File: src/hdl/cascaded_context_byte_predictor_assert.svh
// assertion macros used by the predictor back end
`ifndef CASCADED_CONTEXT_BYTE_PREDICTOR_ASSERT_SVH
`define CASCADED_CONTEXT_BYTE_PREDICTOR_ASSERT_SVH
`ifndef NO_ASSERTIONS
`define CCBP_ASSERT_IMPL(name, clock, resetn, ante, cons) \
    name: assert property (@(posedge clock) disable iff (!resetn) (ante) |-> (cons)) \
        else $error("assertion failed");
`define CCBP_ASSERT_NEXT(name, clock, resetn, ante, cons) \
    name: assert property (@(posedge clock) disable iff (!resetn) (ante) |=> (cons)) \
        else $error("assertion failed");
`else
`define CCBP_ASSERT_IMPL(name, clock, resetn, ante, cons)
`define CCBP_ASSERT_NEXT(name, clock, resetn, ante, cons)
`endif
`endif

File: src/hdl/ccbp_pkg.sv
package ccbp_pkg;

    localparam int TABLE_DIM_DEF    = 256;
    localparam int FAST_PERIOD_DEF  = 100;
    localparam int PERIOD_RATIO_DEF = 10;
    localparam int FIFO_DEPTH       = 2;

    localparam logic [31:0] FNV_OFFSET = 32'd2166136261;
    localparam logic [31:0] FNV_PRIME  = 32'd16777619;

    localparam logic [2:0] ORDER_FAST   = 3'd2;
    localparam logic [2:0] ORDER_MIDDLE = 3'd4;
    localparam logic [2:0] ORDER_SLOW   = 3'd6;
    localparam logic [2:0] CTX_MAX      = 3'd6;

    localparam logic [7:0] CONF_MAX   = 8'd255;
    localparam logic [7:0] RATE_HI    = 8'd160;
    localparam logic [7:0] RATE_LO    = 8'd64;
    localparam logic [7:0] TRUST_INIT = 8'd128;
    localparam logic [7:0] TRUST_MAX  = 8'd255;

    // byte value reduced modulo the table dimension (dimension 16..256)
    function automatic logic [7:0] mod_dim(input logic [7:0] x, input logic [8:0] dim);
        logic [11:0] r;
        logic [11:0] t;
        r = {4'd0, x};
        for (int s = 3; s >= 0; s--)
        begin
            t = {3'd0, dim} << s;
            if (r >= t)
            begin
                r = r - t;
            end
        end
        return r[7:0];
    endfunction

    function automatic logic [15:0] cell_update(input logic [15:0] entry,
                                                input logic [7:0] actual);
        logic [7:0] pred;
        logic [7:0] conf;
        pred = entry[7:0];
        conf = entry[15:8];
        if (pred == actual)
        begin
            if (conf != CONF_MAX)
            begin
                conf = conf + 8'd1;
            end
        end
        else if (conf > 8'd1)
        begin
            conf = conf - 8'd1;
        end
        else
        begin
            pred = actual;
            conf = 8'd1;
        end
        return {conf, pred};
    endfunction

endpackage

File: src/hdl/ccbp_fifo.sv
module ccbp_fifo #(
    parameter int WIDTH = 8,
    parameter int DEPTH = ccbp_pkg::FIFO_DEPTH
) (
    input  logic             clk,
    input  logic             rst_n,
    input  logic             push,
    input  logic [WIDTH-1:0] push_data,
    output logic             full,
    input  logic             pop,
    output logic [WIDTH-1:0] pop_data,
    output logic             empty
);

    localparam int PW = (DEPTH > 1) ? $clog2(DEPTH) : 1;

    logic [WIDTH-1:0] store_reg [DEPTH];
    logic [PW-1:0]    wr_ptr_reg;
    logic [PW-1:0]    rd_ptr_reg;
    logic [PW:0]      count_reg;

    assign full     = (count_reg == (PW+1)'(DEPTH));
    assign empty    = (count_reg == '0);
    assign pop_data = store_reg[rd_ptr_reg];

    always_ff @(posedge clk)
    begin
        if (push && !full)
        begin
            store_reg[wr_ptr_reg] <= push_data;
        end
    end

    always_ff @(posedge clk or negedge rst_n)
    begin
        if (!rst_n)
        begin
            wr_ptr_reg <= '0;
            rd_ptr_reg <= '0;
            count_reg  <= '0;
        end
        else
        begin
            if (push && !full)
            begin
                wr_ptr_reg <= (wr_ptr_reg == PW'(DEPTH-1)) ? '0 : wr_ptr_reg + PW'(1);
            end
            if (pop && !empty)
            begin
                rd_ptr_reg <= (rd_ptr_reg == PW'(DEPTH-1)) ? '0 : rd_ptr_reg + PW'(1);
            end
            if ((push && !full) && !(pop && !empty))
            begin
                count_reg <= count_reg + (PW+1)'(1);
            end
            else if (!(push && !full) && (pop && !empty))
            begin
                count_reg <= count_reg - (PW+1)'(1);
            end
        end
    end

endmodule

File: config.mk
export PLATFORM = sky130hd
export DESIGN_NAME = ccbp_fifo
export DESIGN_NICKNAME = d
export VERILOG_FILES = /design/src/hdl/cascaded_context_byte_predictor_assert.svh /design/src/hdl/ccbp_pkg.sv /design/src/hdl/ccbp_fifo.sv
export SDC_FILE = /design/constraint.sdc
export NUM_CORES = 1
export LEC_CHECK = 0
export BUFFER_PORTS_ARGS = -buffer_cell sky130_fd_sc_hd__buf_2
export CAP_MARGIN = 5
export CORE_UTILIZATION = 50
export DETAILED_ROUTE_END_ITERATION = 7
export GPL_ROUTABILITY_DRIVEN = 0
export PLACE_DENSITY = 0.83
export SYNTH_ARGS = -nofsm -noshare
export SYNTH_HDL_FRONTEND = slang
export SYNTH_SLANG_ARGS = --single-unit
File: constraint.sdc
create_clock -name clk -period 3.8 [get_ports clk]
set_input_delay 0.19 -clock clk [delete_from_list [all_inputs] [get_ports clk]]
set_output_delay 0.19 -clock clk [all_outputs]
set_load 0.005 [all_outputs]
==> results.ini <==
[status]
outcome = finished clean

[critical_path]
crit_path_start_kind = flip-flop
critPathKind = reg2reg
regToRegSetupSlack_ns = 2.20
critPathTopFamily = simple AND/OR/NAND/NOR gates
reg2reg_to = store_reg[0][5]$_DFFE_PP_
path_max_fanout = 8
cp.arrival_ns = 1.53
path_cells = nand2b_1 > nand2_2 > nor2_1
r2r_cells = 3
crit_cells = 3
path_buf_inv = 0
cp_slowest_cell = nor2_1
end_kind = flip-flop
r2r_start = count_reg[0]$_DFFE_PN0P_
cpPeakStageDelay_ns = 0.53
required_ns = 3.73

[logic_synthesis]
syn_nets = 57
synth-simple-area-share_pct = 3.84
ys_ff_latch = 20
synth.distinct_cells = 15
syn_area_um2 = 782
synth_compound_area_share_pct = 0.640
avgSynthCellArea_um2 = 17.8
ys_warn_count = 0
syn_inst = 44
synth-seq-area-share_pct = 74.2
synthMuxAreaShare_pct = 11.5
synth_xor_xnor_area_share_pct = 6.56
synth_top_family_by_area = multiplexers
yosys.area_share.adder_pct = 1.60

[floorplan]
die_y_um = 41.5
rows = 13
start_util_pct = 56.6
fp.dieW_um = 41.5
io_pins = 22
die-area_um2 = 1730
core_um2 = 1380

[layout]
final_cell_mix = buf_2 (21), edfxtp_1 (16), mux2_1 (6)
finalNonFillerCells = 84
drive_above_1_share_pct = 40.6
fillers = 94
multi_input_area_um2 = 189
nets = 83
diodes = 0
area_delta_synth_final_pct = 19.8
largest_reg_flops = 16
regArea_um2 = 581
final_common_cell = buf_2

[clock_tree]
path_clk_slew_ns = 0.10
cts.sinks = 20
cts_buffers = 3
cts_resized = 0
cts_tree = built
cts_buffer_depth = 2
ctsHtreeMaxLevel = 1
postCtsSetupBuffers = 0
cts-root-buf = clkbuf_4
ctsHoldBuffers = 1
clk_latency_ns = 0.29

[timing]
min_period_ns = 1.60
rsz0062_at_grt = no
relSlewSlack_pct = 54.9
timing.fmax_mhz = 625
setup_violations = 0
worst_pin_slew_ns = 0.674
fin_skew_ns = 0.00322
period_share_pct = 42.1
timing_hold_violations_final = 0
slew_violations = 0
fin_setup_tns_ns = 0

[placement]
dp_cells = 79
dpl.hpwl_um = 815
portBuffers = 21

[drt]
wl_mm = 1.10
via_per_inst = 5.01
drc = 0
drt_iter0_drc = 5
wl_per_cell_um = 13.1
drt-pass1-iter-count = 3
antenna_left = 0
vias = 421

[pwr]
power_density_nw_per_um2 = 699
p_clk_share_pct = 14.8
comb_power_share_pct = 31.4
intPower_w = 0.000457
switchingPower_w = 0.000197
peakVddDrop_mv = 0.469
p_leak_nw = 0.394
pwr-share-seq_pct = 53.8
power.share.switching_pct = 30.2

[job]
cap_violations = 0

[global_route]
overflow = 0
track_usage_pct = 14.6
antenna_found_initial = 0
grt_max_degree = 12
grt_pass1_vias = 429
grt_pass1_wl_mm = 1.86

[worst_hold_path]
min_path_type = in2reg
min_to = store_reg[1][6]$_DFFE_PP_
hold_start = push_data[6]
hold_depth = 1

[how the worst max path moves through the flow]
stage / endpoint / slack (ns) / startpoint
6_report: store_reg[0][5]$_DFFE_PP_ / 2.20 / count_reg[0]$_DFFE_PN0P_
5_1_grt: store_reg[0][4]$_DFFE_PP_ / 2.09 / count_reg[0]$_DFFE_PN0P_
4_1_cts: store_reg[0][4]$_DFFE_PP_ / 2.20 / count_reg[0]$_DFFE_PN0P_
3_5_place_dp: store_reg[0][0]$_DFFE_PP_ / 2.21 / count_reg[0]$_DFFE_PN0P_
3_3_place_gp: store_reg[0][6]$_DFFE_PP_ / 2.30 / count_reg[0]$_DFFE_PN0P_
2_1_floorplan: store_reg[0][0]$_DFFE_PP_ / 2.41 / count_reg[0]$_DFFE_PN0P_
[stage by stage]
stage	instance area [um^2]	util, %	hold WS (ns)	total power [W]	setup WS (ns)
global route	937	67.8	0.0656	0.000697	2.09
floorplan	782	-	-0.106	0.000487	2.41
detailed placement	901	65.2	0.00127	0.000563	2.21
global placement	901	65.2	0.000603	0.000555	2.30
finish	937	67.8	0.0815	0.000655	2.20
CTS	937	67.8	0.0762	0.000662	2.20
[cell usage after synthesis]
cell	number	area share [%]
and3_1	1	0.80
buf_2	1	0.64
dfrtp_1	4	13
edfxtp_1	16	61
ha_1	1	1.6
inv_1	2	0.96
mux2_1	6	8.6
mux2_2	2	2.9
nand2_2	1	0.80
nand2b_1	1	0.80
nor2_1	3	1.4
o21ai_1	1	0.64
xnor2_1	2	2.2
xnor2_2	1	2.1
xor2_1	2	2.2
[cells by family (layout without fill, tap and decap cells)]
family / count (synthesis) / in the layout
buffers and inverters: 3 / 28
AND/OR/NAND/NOR: 6 / 6
flip-flops: 20 / 20
multiplexers: 8 / 8
adder cells (fa/ha/maj): 1 / 1
XOR/XNOR: 5 / 5
AO/OA/AOI/OAI: 1 / 1
[worst reg2reg max path: cells and delay by family, from the launching register on]
family        cells  cell delay, ns
simple gates      3            0.81
flops             1            0.44
[layer usage]
| metal | wire length (um) | track usage, % | up-vias |
|---|---|---|---|
| met2 | 569 | 24.4 | 10 |
| li1 | - | - | 209 |
| met3 | 46 | 4.78 | 0 |
| met1 | 482 | 17.5 | 202 |
| met4 | 0 | 5.81 | 0 |
| met5 | 0 | 0 | - |
[power by group through the flow]
stage	registers, W	logic, W	clock network [W]
finish	0.000352	0.000206	0.0000968
CTS	0.000354	0.000209	0.0000995
floorplan	0.000334	0.000153	0
global placement	0.000355	0.000200	0
global route	0.000360	0.000229	0.000108
detailed placement	0.000359	0.000205	0
[layout make-up]
type / count / area share [%]
Sequential cell: 20 / 61.9
Timing Repair Buffer: 22 / 12.3
Inverter: 2 / 0.801
Clock inverter: 1 / 0.401
Clock buffer: 3 / 2.40
Multi-Input combinational cell: 21 / 20.2
Tap cell: 15 / 2.00
Power figures use the tool's default switching activity.
