===== src/hdl/cascaded_context_byte_predictor_assert.svh =====
// assertion macros used by the predictor back end
`ifndef CASCADED_CONTEXT_BYTE_PREDICTOR_ASSERT_SVH
`define CASCADED_CONTEXT_BYTE_PREDICTOR_ASSERT_SVH
`ifndef NO_ASSERTIONS
`define CCBP_ASSERT_IMPL(name, clock, resetn, ante, cons) \
    name: assert property (@(posedge clock) disable iff (!resetn) (ante) |-> (cons)) \
        else $error("assertion failed");
`define CCBP_ASSERT_NEXT(name, clock, resetn, ante, cons) \
    name: assert property (@(posedge clock) disable iff (!resetn) (ante) |=> (cons)) \
        else $error("assertion failed");
`else
`define CCBP_ASSERT_IMPL(name, clock, resetn, ante, cons)
`define CCBP_ASSERT_NEXT(name, clock, resetn, ante, cons)
`endif
`endif


===== src/hdl/ccbp_pkg.sv =====
package ccbp_pkg;

    localparam int TABLE_DIM_DEF    = 256;
    localparam int FAST_PERIOD_DEF  = 100;
    localparam int PERIOD_RATIO_DEF = 10;
    localparam int FIFO_DEPTH       = 2;

    localparam logic [31:0] FNV_OFFSET = 32'd2166136261;
    localparam logic [31:0] FNV_PRIME  = 32'd16777619;

    localparam logic [2:0] ORDER_FAST   = 3'd2;
    localparam logic [2:0] ORDER_MIDDLE = 3'd4;
    localparam logic [2:0] ORDER_SLOW   = 3'd6;
    localparam logic [2:0] CTX_MAX      = 3'd6;

    localparam logic [7:0] CONF_MAX   = 8'd255;
    localparam logic [7:0] RATE_HI    = 8'd160;
    localparam logic [7:0] RATE_LO    = 8'd64;
    localparam logic [7:0] TRUST_INIT = 8'd128;
    localparam logic [7:0] TRUST_MAX  = 8'd255;

    // byte value reduced modulo the table dimension (dimension 16..256)
    function automatic logic [7:0] mod_dim(input logic [7:0] x, input logic [8:0] dim);
        logic [11:0] r;
        logic [11:0] t;
        r = {4'd0, x};
        for (int s = 3; s >= 0; s--)
        begin
            t = {3'd0, dim} << s;
            if (r >= t)
            begin
                r = r - t;
            end
        end
        return r[7:0];
    endfunction

    function automatic logic [15:0] cell_update(input logic [15:0] entry,
                                                input logic [7:0] actual);
        logic [7:0] pred;
        logic [7:0] conf;
        pred = entry[7:0];
        conf = entry[15:8];
        if (pred == actual)
        begin
            if (conf != CONF_MAX)
            begin
                conf = conf + 8'd1;
            end
        end
        else if (conf > 8'd1)
        begin
            conf = conf - 8'd1;
        end
        else
        begin
            pred = actual;
            conf = 8'd1;
        end
        return {conf, pred};
    endfunction

endpackage


===== src/hdl/ccbp_front.sv =====
module ccbp_front #(
    parameter int TABLE_DIM = ccbp_pkg::TABLE_DIM_DEF
) (
    input  logic                                 clk,
    input  logic                                 rst_n,
    input  logic                                 enable,
    input  logic                                 s_tvalid,
    output logic                                 s_tready,
    input  logic [63:0]                          s_tdata,
    input  logic [0:0]                           s_tuser,
    output logic                                 push,
    input  logic                                 full,
    output logic                                 job_action,
    output logic [7:0]                           job_actual,
    output logic [$clog2(TABLE_DIM*TABLE_DIM)-1:0] job_fast_idx,
    output logic [$clog2(TABLE_DIM*TABLE_DIM)-1:0] job_middle_idx,
    output logic [$clog2(TABLE_DIM*TABLE_DIM)-1:0] job_slow_idx
);

    localparam int AW = $clog2(TABLE_DIM*TABLE_DIM);

    typedef enum logic [2:0] {
        F_IDLE = 3'b001,
        F_HASH = 3'b010,
        F_PUSH = 3'b100
    } front_state_t;

    front_state_t state_reg, state_next;
    logic [7:0]  bytes_reg [6];
    logic [2:0]  len_reg;
    logic        action_reg;
    logic [7:0]  actual_reg;
    logic [2:0]  step_reg;
    logic [31:0] hash_reg  [3];
    logic [31:0] hash_next [3];
    logic [2:0]  use_len   [3];
    logic [2:0]  order     [3];
    logic [AW-1:0] idx     [3];
    logic [2:0]  in_len;

    assign order[0] = ccbp_pkg::ORDER_FAST;
    assign order[1] = ccbp_pkg::ORDER_MIDDLE;
    assign order[2] = ccbp_pkg::ORDER_SLOW;

    assign in_len   = (s_tdata[2:0] > ccbp_pkg::CTX_MAX) ? ccbp_pkg::CTX_MAX : s_tdata[2:0];
    assign s_tready = enable && (state_reg == F_IDLE);

    always_comb
    begin
        logic [2:0] sel;
        logic [7:0] row;
        logic [7:0] col;
        for (int k = 0; k < 3; k++)
        begin
            use_len[k]   = (len_reg < order[k]) ? len_reg : order[k];
            sel          = use_len[k] - 3'd1 - step_reg;
            hash_next[k] = hash_reg[k];
            if (step_reg < use_len[k])
            begin
                hash_next[k] = (hash_reg[k] ^ {24'd0, bytes_reg[sel]}) * ccbp_pkg::FNV_PRIME;
            end
            row    = ccbp_pkg::mod_dim(hash_reg[k][15:8], 9'(TABLE_DIM));
            col    = ccbp_pkg::mod_dim(hash_reg[k][7:0], 9'(TABLE_DIM));
            idx[k] = (use_len[k] == 3'd0) ? '0
                   : AW'(AW'(row) * AW'(TABLE_DIM) + AW'(col));
        end
    end

    assign push           = (state_reg == F_PUSH);
    assign job_action     = action_reg;
    assign job_actual     = actual_reg;
    assign job_fast_idx   = idx[0];
    assign job_middle_idx = idx[1];
    assign job_slow_idx   = idx[2];

    always_comb
    begin
        state_next = state_reg;
        unique case (state_reg)
            F_IDLE:
            begin
                if (s_tvalid && s_tready)
                begin
                    state_next = F_HASH;
                end
            end
            F_HASH:
            begin
                if (step_reg == ccbp_pkg::CTX_MAX - 3'd1)
                begin
                    state_next = F_PUSH;
                end
            end
            F_PUSH:
            begin
                if (!full)
                begin
                    state_next = F_IDLE;
                end
            end
            default:
            begin
                state_next = F_IDLE;
            end
        endcase
    end

    always_ff @(posedge clk)
    begin
        if (state_reg == F_IDLE)
        begin
            for (int i = 0; i < 6; i++)
            begin
                bytes_reg[i] <= s_tdata[3 + 8*i +: 8];
            end
            len_reg    <= in_len;
            action_reg <= s_tuser[0];
            actual_reg <= s_tdata[58:51];
            step_reg   <= '0;
            for (int k = 0; k < 3; k++)
            begin
                hash_reg[k] <= ccbp_pkg::FNV_OFFSET;
            end
        end
        else if (state_reg == F_HASH)
        begin
            step_reg <= step_reg + 3'd1;
            for (int k = 0; k < 3; k++)
            begin
                hash_reg[k] <= hash_next[k];
            end
        end
    end

    always_ff @(posedge clk or negedge rst_n)
    begin
        if (!rst_n)
        begin
            state_reg <= F_IDLE;
        end
        else
        begin
            state_reg <= state_next;
        end
    end

endmodule


===== config.mk =====
export PLATFORM = sky130hd
export DESIGN_NAME = ccbp_front
export DESIGN_NICKNAME = d
export VERILOG_FILES = /design/src/hdl/cascaded_context_byte_predictor_assert.svh /design/src/hdl/ccbp_pkg.sv /design/src/hdl/ccbp_front.sv
export SDC_FILE = /design/constraint.sdc
export NUM_CORES = 1
export LEC_CHECK = 0
export BUFFER_PORTS_ARGS = -buffer_cell sky130_fd_sc_hd__buf_2
export CAP_MARGIN = 20
export CORE_MARGIN = 3
export CORE_UTILIZATION = 36
export CTS_BUF_LIST = sky130_fd_sc_hd__clkbuf_8
export DETAILED_ROUTE_END_ITERATION = 16
export GPL_ROUTABILITY_DRIVEN = 1
export PLACE_DENSITY = 0.64
export SETUP_SLACK_MARGIN = 0.02
export SYNTH_ARGS = -nofsm -noshare
export SYNTH_HDL_FRONTEND = slang
export SYNTH_SLANG_ARGS = --single-unit

===== constraint.sdc =====
create_clock -name clk -period 17.9 [get_ports clk]
set_input_delay 2.685 -clock clk [delete_from_list [all_inputs] [get_ports clk]]
set_output_delay 2.685 -clock clk [all_outputs]
set_load 0.005 [all_outputs]

==> flow_summary.toml, run 1 <==
[synth]
yosys_warnings = 0
syn-num-nets = 1421
async_flop_share_pct = 2.63
synth_area_um2 = 11700
synth.lib_cells_used.distinct = 52
synth_cells = 1057
number_of_enable_flip_flop_cells_after_synthesis = 108
synth.largest_area_cell = "edfxtp_1"
ys_seq_elements = 114
ys.flop_type = "edfxtp_1"
yosys.area.top_type_share_pct = 27.7
post_synth_main_area_contributors = "edfxtp_1 28%, ha_1 25%, fa_1 10%"
yosysSeqAreaShare_pct = 28.8
avgSynthCellArea_um2 = 11.1

[place]
hpwl_um = 21000
port-buffer-count = 123
gp_congestion = 0.853

[timing]
setup-violations-final = 0
tightestPinTransition_ps = 944
finalHoldViolCount = 0
final-max-slew-violation-count = 0
post-route-period-util_pct = 40.4
finalSetupTns_ps = 0
grt_setup_unrepaired = "false"
slew-limit-headroom_pct = 37.1
hold_ws_ps = 533
min_period_ps = 7230
timing.clock.skew_ps = 16.1
fmax_mhz = 138

[critical_path]
regToRegEndpoint = "hash_reg[0][15]$_SDFFCE_PN1P_"
critical_path.max_fanout = 16
timing.rr.start = "len_reg[0]$_SDFFCE_PN0P_"
rrSetupSlack_ps = 10670
criticalPathCategory = "flop to flop"
cp.arrival_ps = 7420
worst_setup_path_endpoint = "hash_reg[0][15]$_SDFFCE_PN1P_"
endpoint_kind = "flop"
timing.critical_path.from = "len_reg[0]$_SDFFCE_PN0P_"
reg2regPathDepth = 22
worst_ep_required_time_ps = 18090
startpoint_type = "flop"

[cts]
clkTransAtPathRegs_ps = 80
cts_setup_buffers = 0
root_buffer = "clkbuf_8"
tritoncts_num_sinks = 114
cts-buffers-inserted = 17
cts_buffer_depth = 2
worstSkewPairLatency_ps = 460
cts-hold-fix-buffers = 0
ctsHtreeMaxLevel = 4
cts-resized-gates = 0
cts_tree = "done"

[global_routing]
global_route.overflow_total = 0
gr-usage-all-layers_pct = 15.3
grt_start_max_net_pins = 67
first_global_vias = 7993
grt_first_pass_wirelength_um = 41900
number_of_antenna_violations_at_the_first_check_in_global_routing = 0

[cells_and_area]
layout_common_cells = "233 x ha_1, 164 x inv_1, 123 x buf_2"
final_core_util_pct = 41.5
drive_above_1_share_pct = 16.3
final_common_cell = "ha_1"
final_net_count = 1540
areaGrowthSynthToFinish_pct = 12.6
antenna_cells = 0

[detailed_routing]
postRouteAntennaNets = 0
initial_detailed_routing_violation_count = 374
drc = 0
via_per_inst = 4.83
num_vias = 7851
drt_first_pass_iters = 5
routed_wirelength_um = 25700
avgRoutedWirePerCell_um = 15.9

[worst_hold_path]
hold_path.startpoint = "state_reg[0]$_DFFE_PN1P_"
timing.hold.worst.class = "flop to flop"

[floorplanning]
dieWidth_um = 186
start_util_pct = 36.9
core_region_area_um2 = 31800
die_area_um2 = 34800
die_height_um = 186
fp-row-count = 65
io-pin-count = 129

[outcome]
outcome = "finished, final reports clean"

[flow_run]
reported_max_cap_violation_count = 0
==> Yosys cell counts, types with 4 or more instances <==
cell type    n
ha_1       233
inv_1      164
edfxtp_1   108
xnor2_1     71
fa_1        61
nor2b_1     54
a21oi_1     47
nor2_1      45
nand2_1     32
mux2i_1     24
mux4_2      24
xor2_1      23
clkbuf_1    19
o21ai_0     19
and2_1      14
a21o_1      12
nor3_1      10
o21a_1       9
o21bai_1     7
or3_1        7
nand3_1      6
o31ai_1      5
a21boi_0     4
buf_2        4
nor3b_1      4
==> worst max-delay path, stage by stage, from the launching register on <==
cell	delay, ps
edfxtp_1	460
nor2b_1	200
and2_1	180
ha_1	910
mux4_2	600
a21oi_1	350
xnor2_1	310
ha_1	330
ha_1	300
fa_1	480
ha_1	220
fa_1	480
ha_1	280
inv_1	50
fa_1	530
inv_1	40
ha_1	320
o21a_1	130
o21a_1	170
nand2_1	70
o31ai_1	340
xnor2_1	160
nand2_1	60
==> routing by layer <==
layer | vias to the layer above | wire length, um | GRT usage, % | part of all wire, %
li1 | 3868 | - | - | -
met1 | 3769 | 12300 | 21.0 | 48
met2 | 185 | 11900 | 24.7 | 46
met3 | 29 | 1080 | 2.71 | 4.2
met4 | 0 | 538 | 4.71 | 2.1
met5 | - | 0 | 0 | 0
==> cells by family (layout without fill, tap and decap cells) <==
family                     after synthesis  count (layout)  synth area share, %
and+or+nand+nor                        191             191                 8.56
AOI/OAI and AO/OA                      116             116                 6.11
xor gates and xnor gates                99              99                 7.88
other                                    1               1               0.0320
muxes                                   51              51                 6.95
DFF                                    114             114                 28.8
buffers and inverters                  191             323                 6.36
adders and majority gates              294             294                 35.3
==> through the flow <==
| stage | cells | area [um^2] | worst slack [ps] |
|---|---|---|---|
| after floorplan | 1057 | 11700 | 9410 |
| after global placement | 1592 | 12800 | 10670 |
| after detailed placement | 1592 | 12800 | 10610 |
| after CTS | 1624 | 13200 | 10600 |
| after global routing | 1624 | 13200 | 10280 |
| final | 1624 | 13200 | 10670 |
==> worst min-delay path by stage <==
stage          cells past startpoint  slack [ps]                  endpoint
2_1_floorplan                      1         500  state_reg[2]$_DFFE_PN0P_
3_3_place_gp                       1         510  state_reg[2]$_DFFE_PN0P_
3_5_place_dp                       1         510  state_reg[2]$_DFFE_PN0P_
4_1_cts                            1         530  state_reg[2]$_DFFE_PN0P_
5_1_grt                            1         540  state_reg[2]$_DFFE_PN0P_
6_report                           1         530  state_reg[2]$_DFFE_PN0P_
==> layout make-up <==
type | instances | area [um^2]
inverters | 164 | 616
flip-flops and latches | 114 | 3380
clock inverters | 15 | 171
fillers | 3013 | 18600
clock buffers | 17 | 234
well taps | 435 | 544
multi-input cells | 752 | 7610
repair buffers | 127 | 646
Power of run 1 is left out: the tool's default activity adds up to more than one toggle a clock period on the data nets, which glitch-free logic cannot reach.
==> inputs of run 2 (changes only) <==
Settings changed: PLACE_DENSITY 0.64 to 0.66.
Clock period 17.9 ns to 5.9 ns, I/O delays scaled along.
==> flow_summary.toml, run 2 (synthesis results as in run 1) <==
[critical_path]
worst_path_largest_cell_delay_ps = 570
cp_common_cell = "buf_4"
timing.rr.start = "len_reg[2]$_SDFFCE_PN1P_"
timing.critical_path.max_delay_family = "adder cells"
worst_setup_path_endpoint = "hash_reg[0][78]$_SDFFCE_PN0P_"
startpoint_type = "flop"
regToRegEndpoint = "hash_reg[0][78]$_SDFFCE_PN0P_"
criticalPathCategory = "flop to flop"
depth_of_the_critical_timing_path_with_buffers_and_inverters_included = 25
crit_buf_inv = 7
worst_ep_required_time_ps = 6220
rrSetupSlack_ps = -440
endpoint_kind = "flop"
reg2regPathDepth = 25
worst_path_max_delay_cell = "fa_2"
timing.critical_path.from = "len_reg[2]$_SDFFCE_PN1P_"
cp.arrival_ps = 6660
critical_path.max_fanout = 5

[floorplanning]
io-pin-count = 129
die_height_um = 186
die_area_um2 = 34800
fp-row-count = 65
dieWidth_um = 186
start_util_pct = 36.9
core_region_area_um2 = 31800

[global_routing]
gr-usage-all-layers_pct = 17.2
number_of_antenna_violations_at_the_first_check_in_global_routing = 0
grt_first_pass_wirelength_um = 47600
first_global_vias = 9153
global_route.overflow_total = 0
grt_start_max_net_pins = 68

[cts]
tritoncts_num_sinks = 114
cts-hold-fix-buffers = 0
cts_buffer_depth = 2
ctsHtreeMaxLevel = 4
cts-buffers-inserted = 17
clkTransAtPathRegs_ps = 90
root_buffer = "clkbuf_8"
cts_tree = "done"
worstSkewPairLatency_ps = 460

[detailed_routing]
routed_wirelength_um = 30700
drc = 0
drt_first_pass_iters = 5
initial_detailed_routing_violation_count = 430
avgRoutedWirePerCell_um = 17.0
postRouteAntennaNets = 0
via_per_inst = 4.85
num_vias = 8760

[timing]
hold_ws_ps = 198
post-route-period-util_pct = 107
finalHoldViolCount = 0
grt_setup_unrepaired = "true"
tightestPinTransition_ps = 926
final-max-slew-violation-count = 0
fmax_mhz = 158
setup-violations-final = 15
min_period_ps = 6340
slew-limit-headroom_pct = 38.3
finalWorstSetupSlack_ps = -441
timing.clock.skew_ps = 12.6

[cells_and_area]
layout_common_cells = "156 x ha_1, 149 x buf_4, 128 x inv_1"
post-route-cell-area_um2 = 16300
filler_free_cell_count_of_the_finished_design = 1808
final.fill_count = 2729
final_common_cell = "ha_1"
drive_above_1_share_pct = 43.2
areaGrowthSynthToFinish_pct = 39.2
final_net_count = 1722

[place]
dp.cells = 1728
port-buffer-count = 123
placedInstanceArea_um2 = 14000
post_place_worst_slack_ps = -611
gp_congestion = 0.826
hpwl_um = 23000

[flow_run]
reported_max_cap_violation_count = 0

[outcome]
failed_checks = "setup timing"
outcome = "finished with violations"

[worst_hold_path]
timing.hold.worst.class = "input port to async pin"
==> run 2: changes by cell type in the layout (fill, tap and decap cells not counted), moves of 15 or more <==
cell     previous run  this run
buf_4               4       149
ha_1              233       156
ha_4                0        59
inv_1             164       128
inv_2               0        36
buf_6               0        35
a21oi_1            47        20
xnor2_1            71        45
ha_2                0        18
a21oi_4             0        17
xnor2_2             1        16
==> run 2: worst min path at each step <==
stage / slack, ps / cells past startpoint / endpoint / start
final: 200 / 1 / state_reg[1]$_DFFE_PN0P_ / rst_n
after global routing: 180 / 1 / state_reg[1]$_DFFE_PN0P_ / rst_n
after CTS: 180 / 1 / state_reg[1]$_DFFE_PN0P_ / rst_n
after detailed placement: 530 / 1 / state_reg[2]$_DFFE_PN0P_ / state_reg[0]$_DFFE_PN1P_
after global placement: 520 / 1 / state_reg[2]$_DFFE_PN0P_ / state_reg[0]$_DFFE_PN1P_
after floorplan: 490 / 1 / state_reg[2]$_DFFE_PN0P_ / state_reg[0]$_DFFE_PN1P_
==> run 2: worst reg2reg max path: stages, from the launching register on <==
cell and delay [ps]:
edfxtp_1 490, a21boi_2 270, ha_2 210, inv_2 40, fa_2 570, buf_6 130
mux4_2 340, a21oi_4 270, xnor2_2 130, xor2_1 200, buf_4 160, buf_4 130
ha_4 170, xor2_1 160, ha_1 300, ha_2 180, fa_1 440, ha_1 290
inv_1 50, fa_1 530, inv_2 50, ha_4 170, buf_4 140, or4_1 500
nor3_1 160, nand3b_1 130
==> run 2: cell type report <==
type                       instances  area, um^2  area share (%)
multi-input combinational        752        9210            56.5
antenna                            2        5.00          0.0307
inverter                         164         616            3.77
timing repair buffer             309        2170            13.3
clock buffer                      17         234            1.43
clock inverter                    15         158           0.966
sequential                       114        3380            20.7
tap                              435         544            3.34
==> run 2: metal layers <==
metal / up-vias / part of all wire, % / global-route usage (%)
met2: 195 / 49 / 29.0
li1: 4239 / - / -
met1: 4288 / 45 / 23.2
met4: 0 / 1.8 / 4.80
met5: - / 0 / 0
met3: 38 / 4.0 / 2.61
==> run 2: repair_timing <==
| action | CTS | global route |
|---|---|---|
| gates resized for setup | 214 | 74 |
| endpoints found under the setup margin | 18 | 18 |
| buffers inserted | 30 | 17 |
| pin swaps | 161 | 76 |
==> run 2: per-stage QoR <==
stage	utilization (%)	TNS, ps
global placement	43.9	-6760
detailed placement	43.9	-7990
CTS	49.5	-3110
global route	51.3	-6990
floorplan	-	-767
finish	51.3	-3870
Power of run 2 is left out for the same reason.
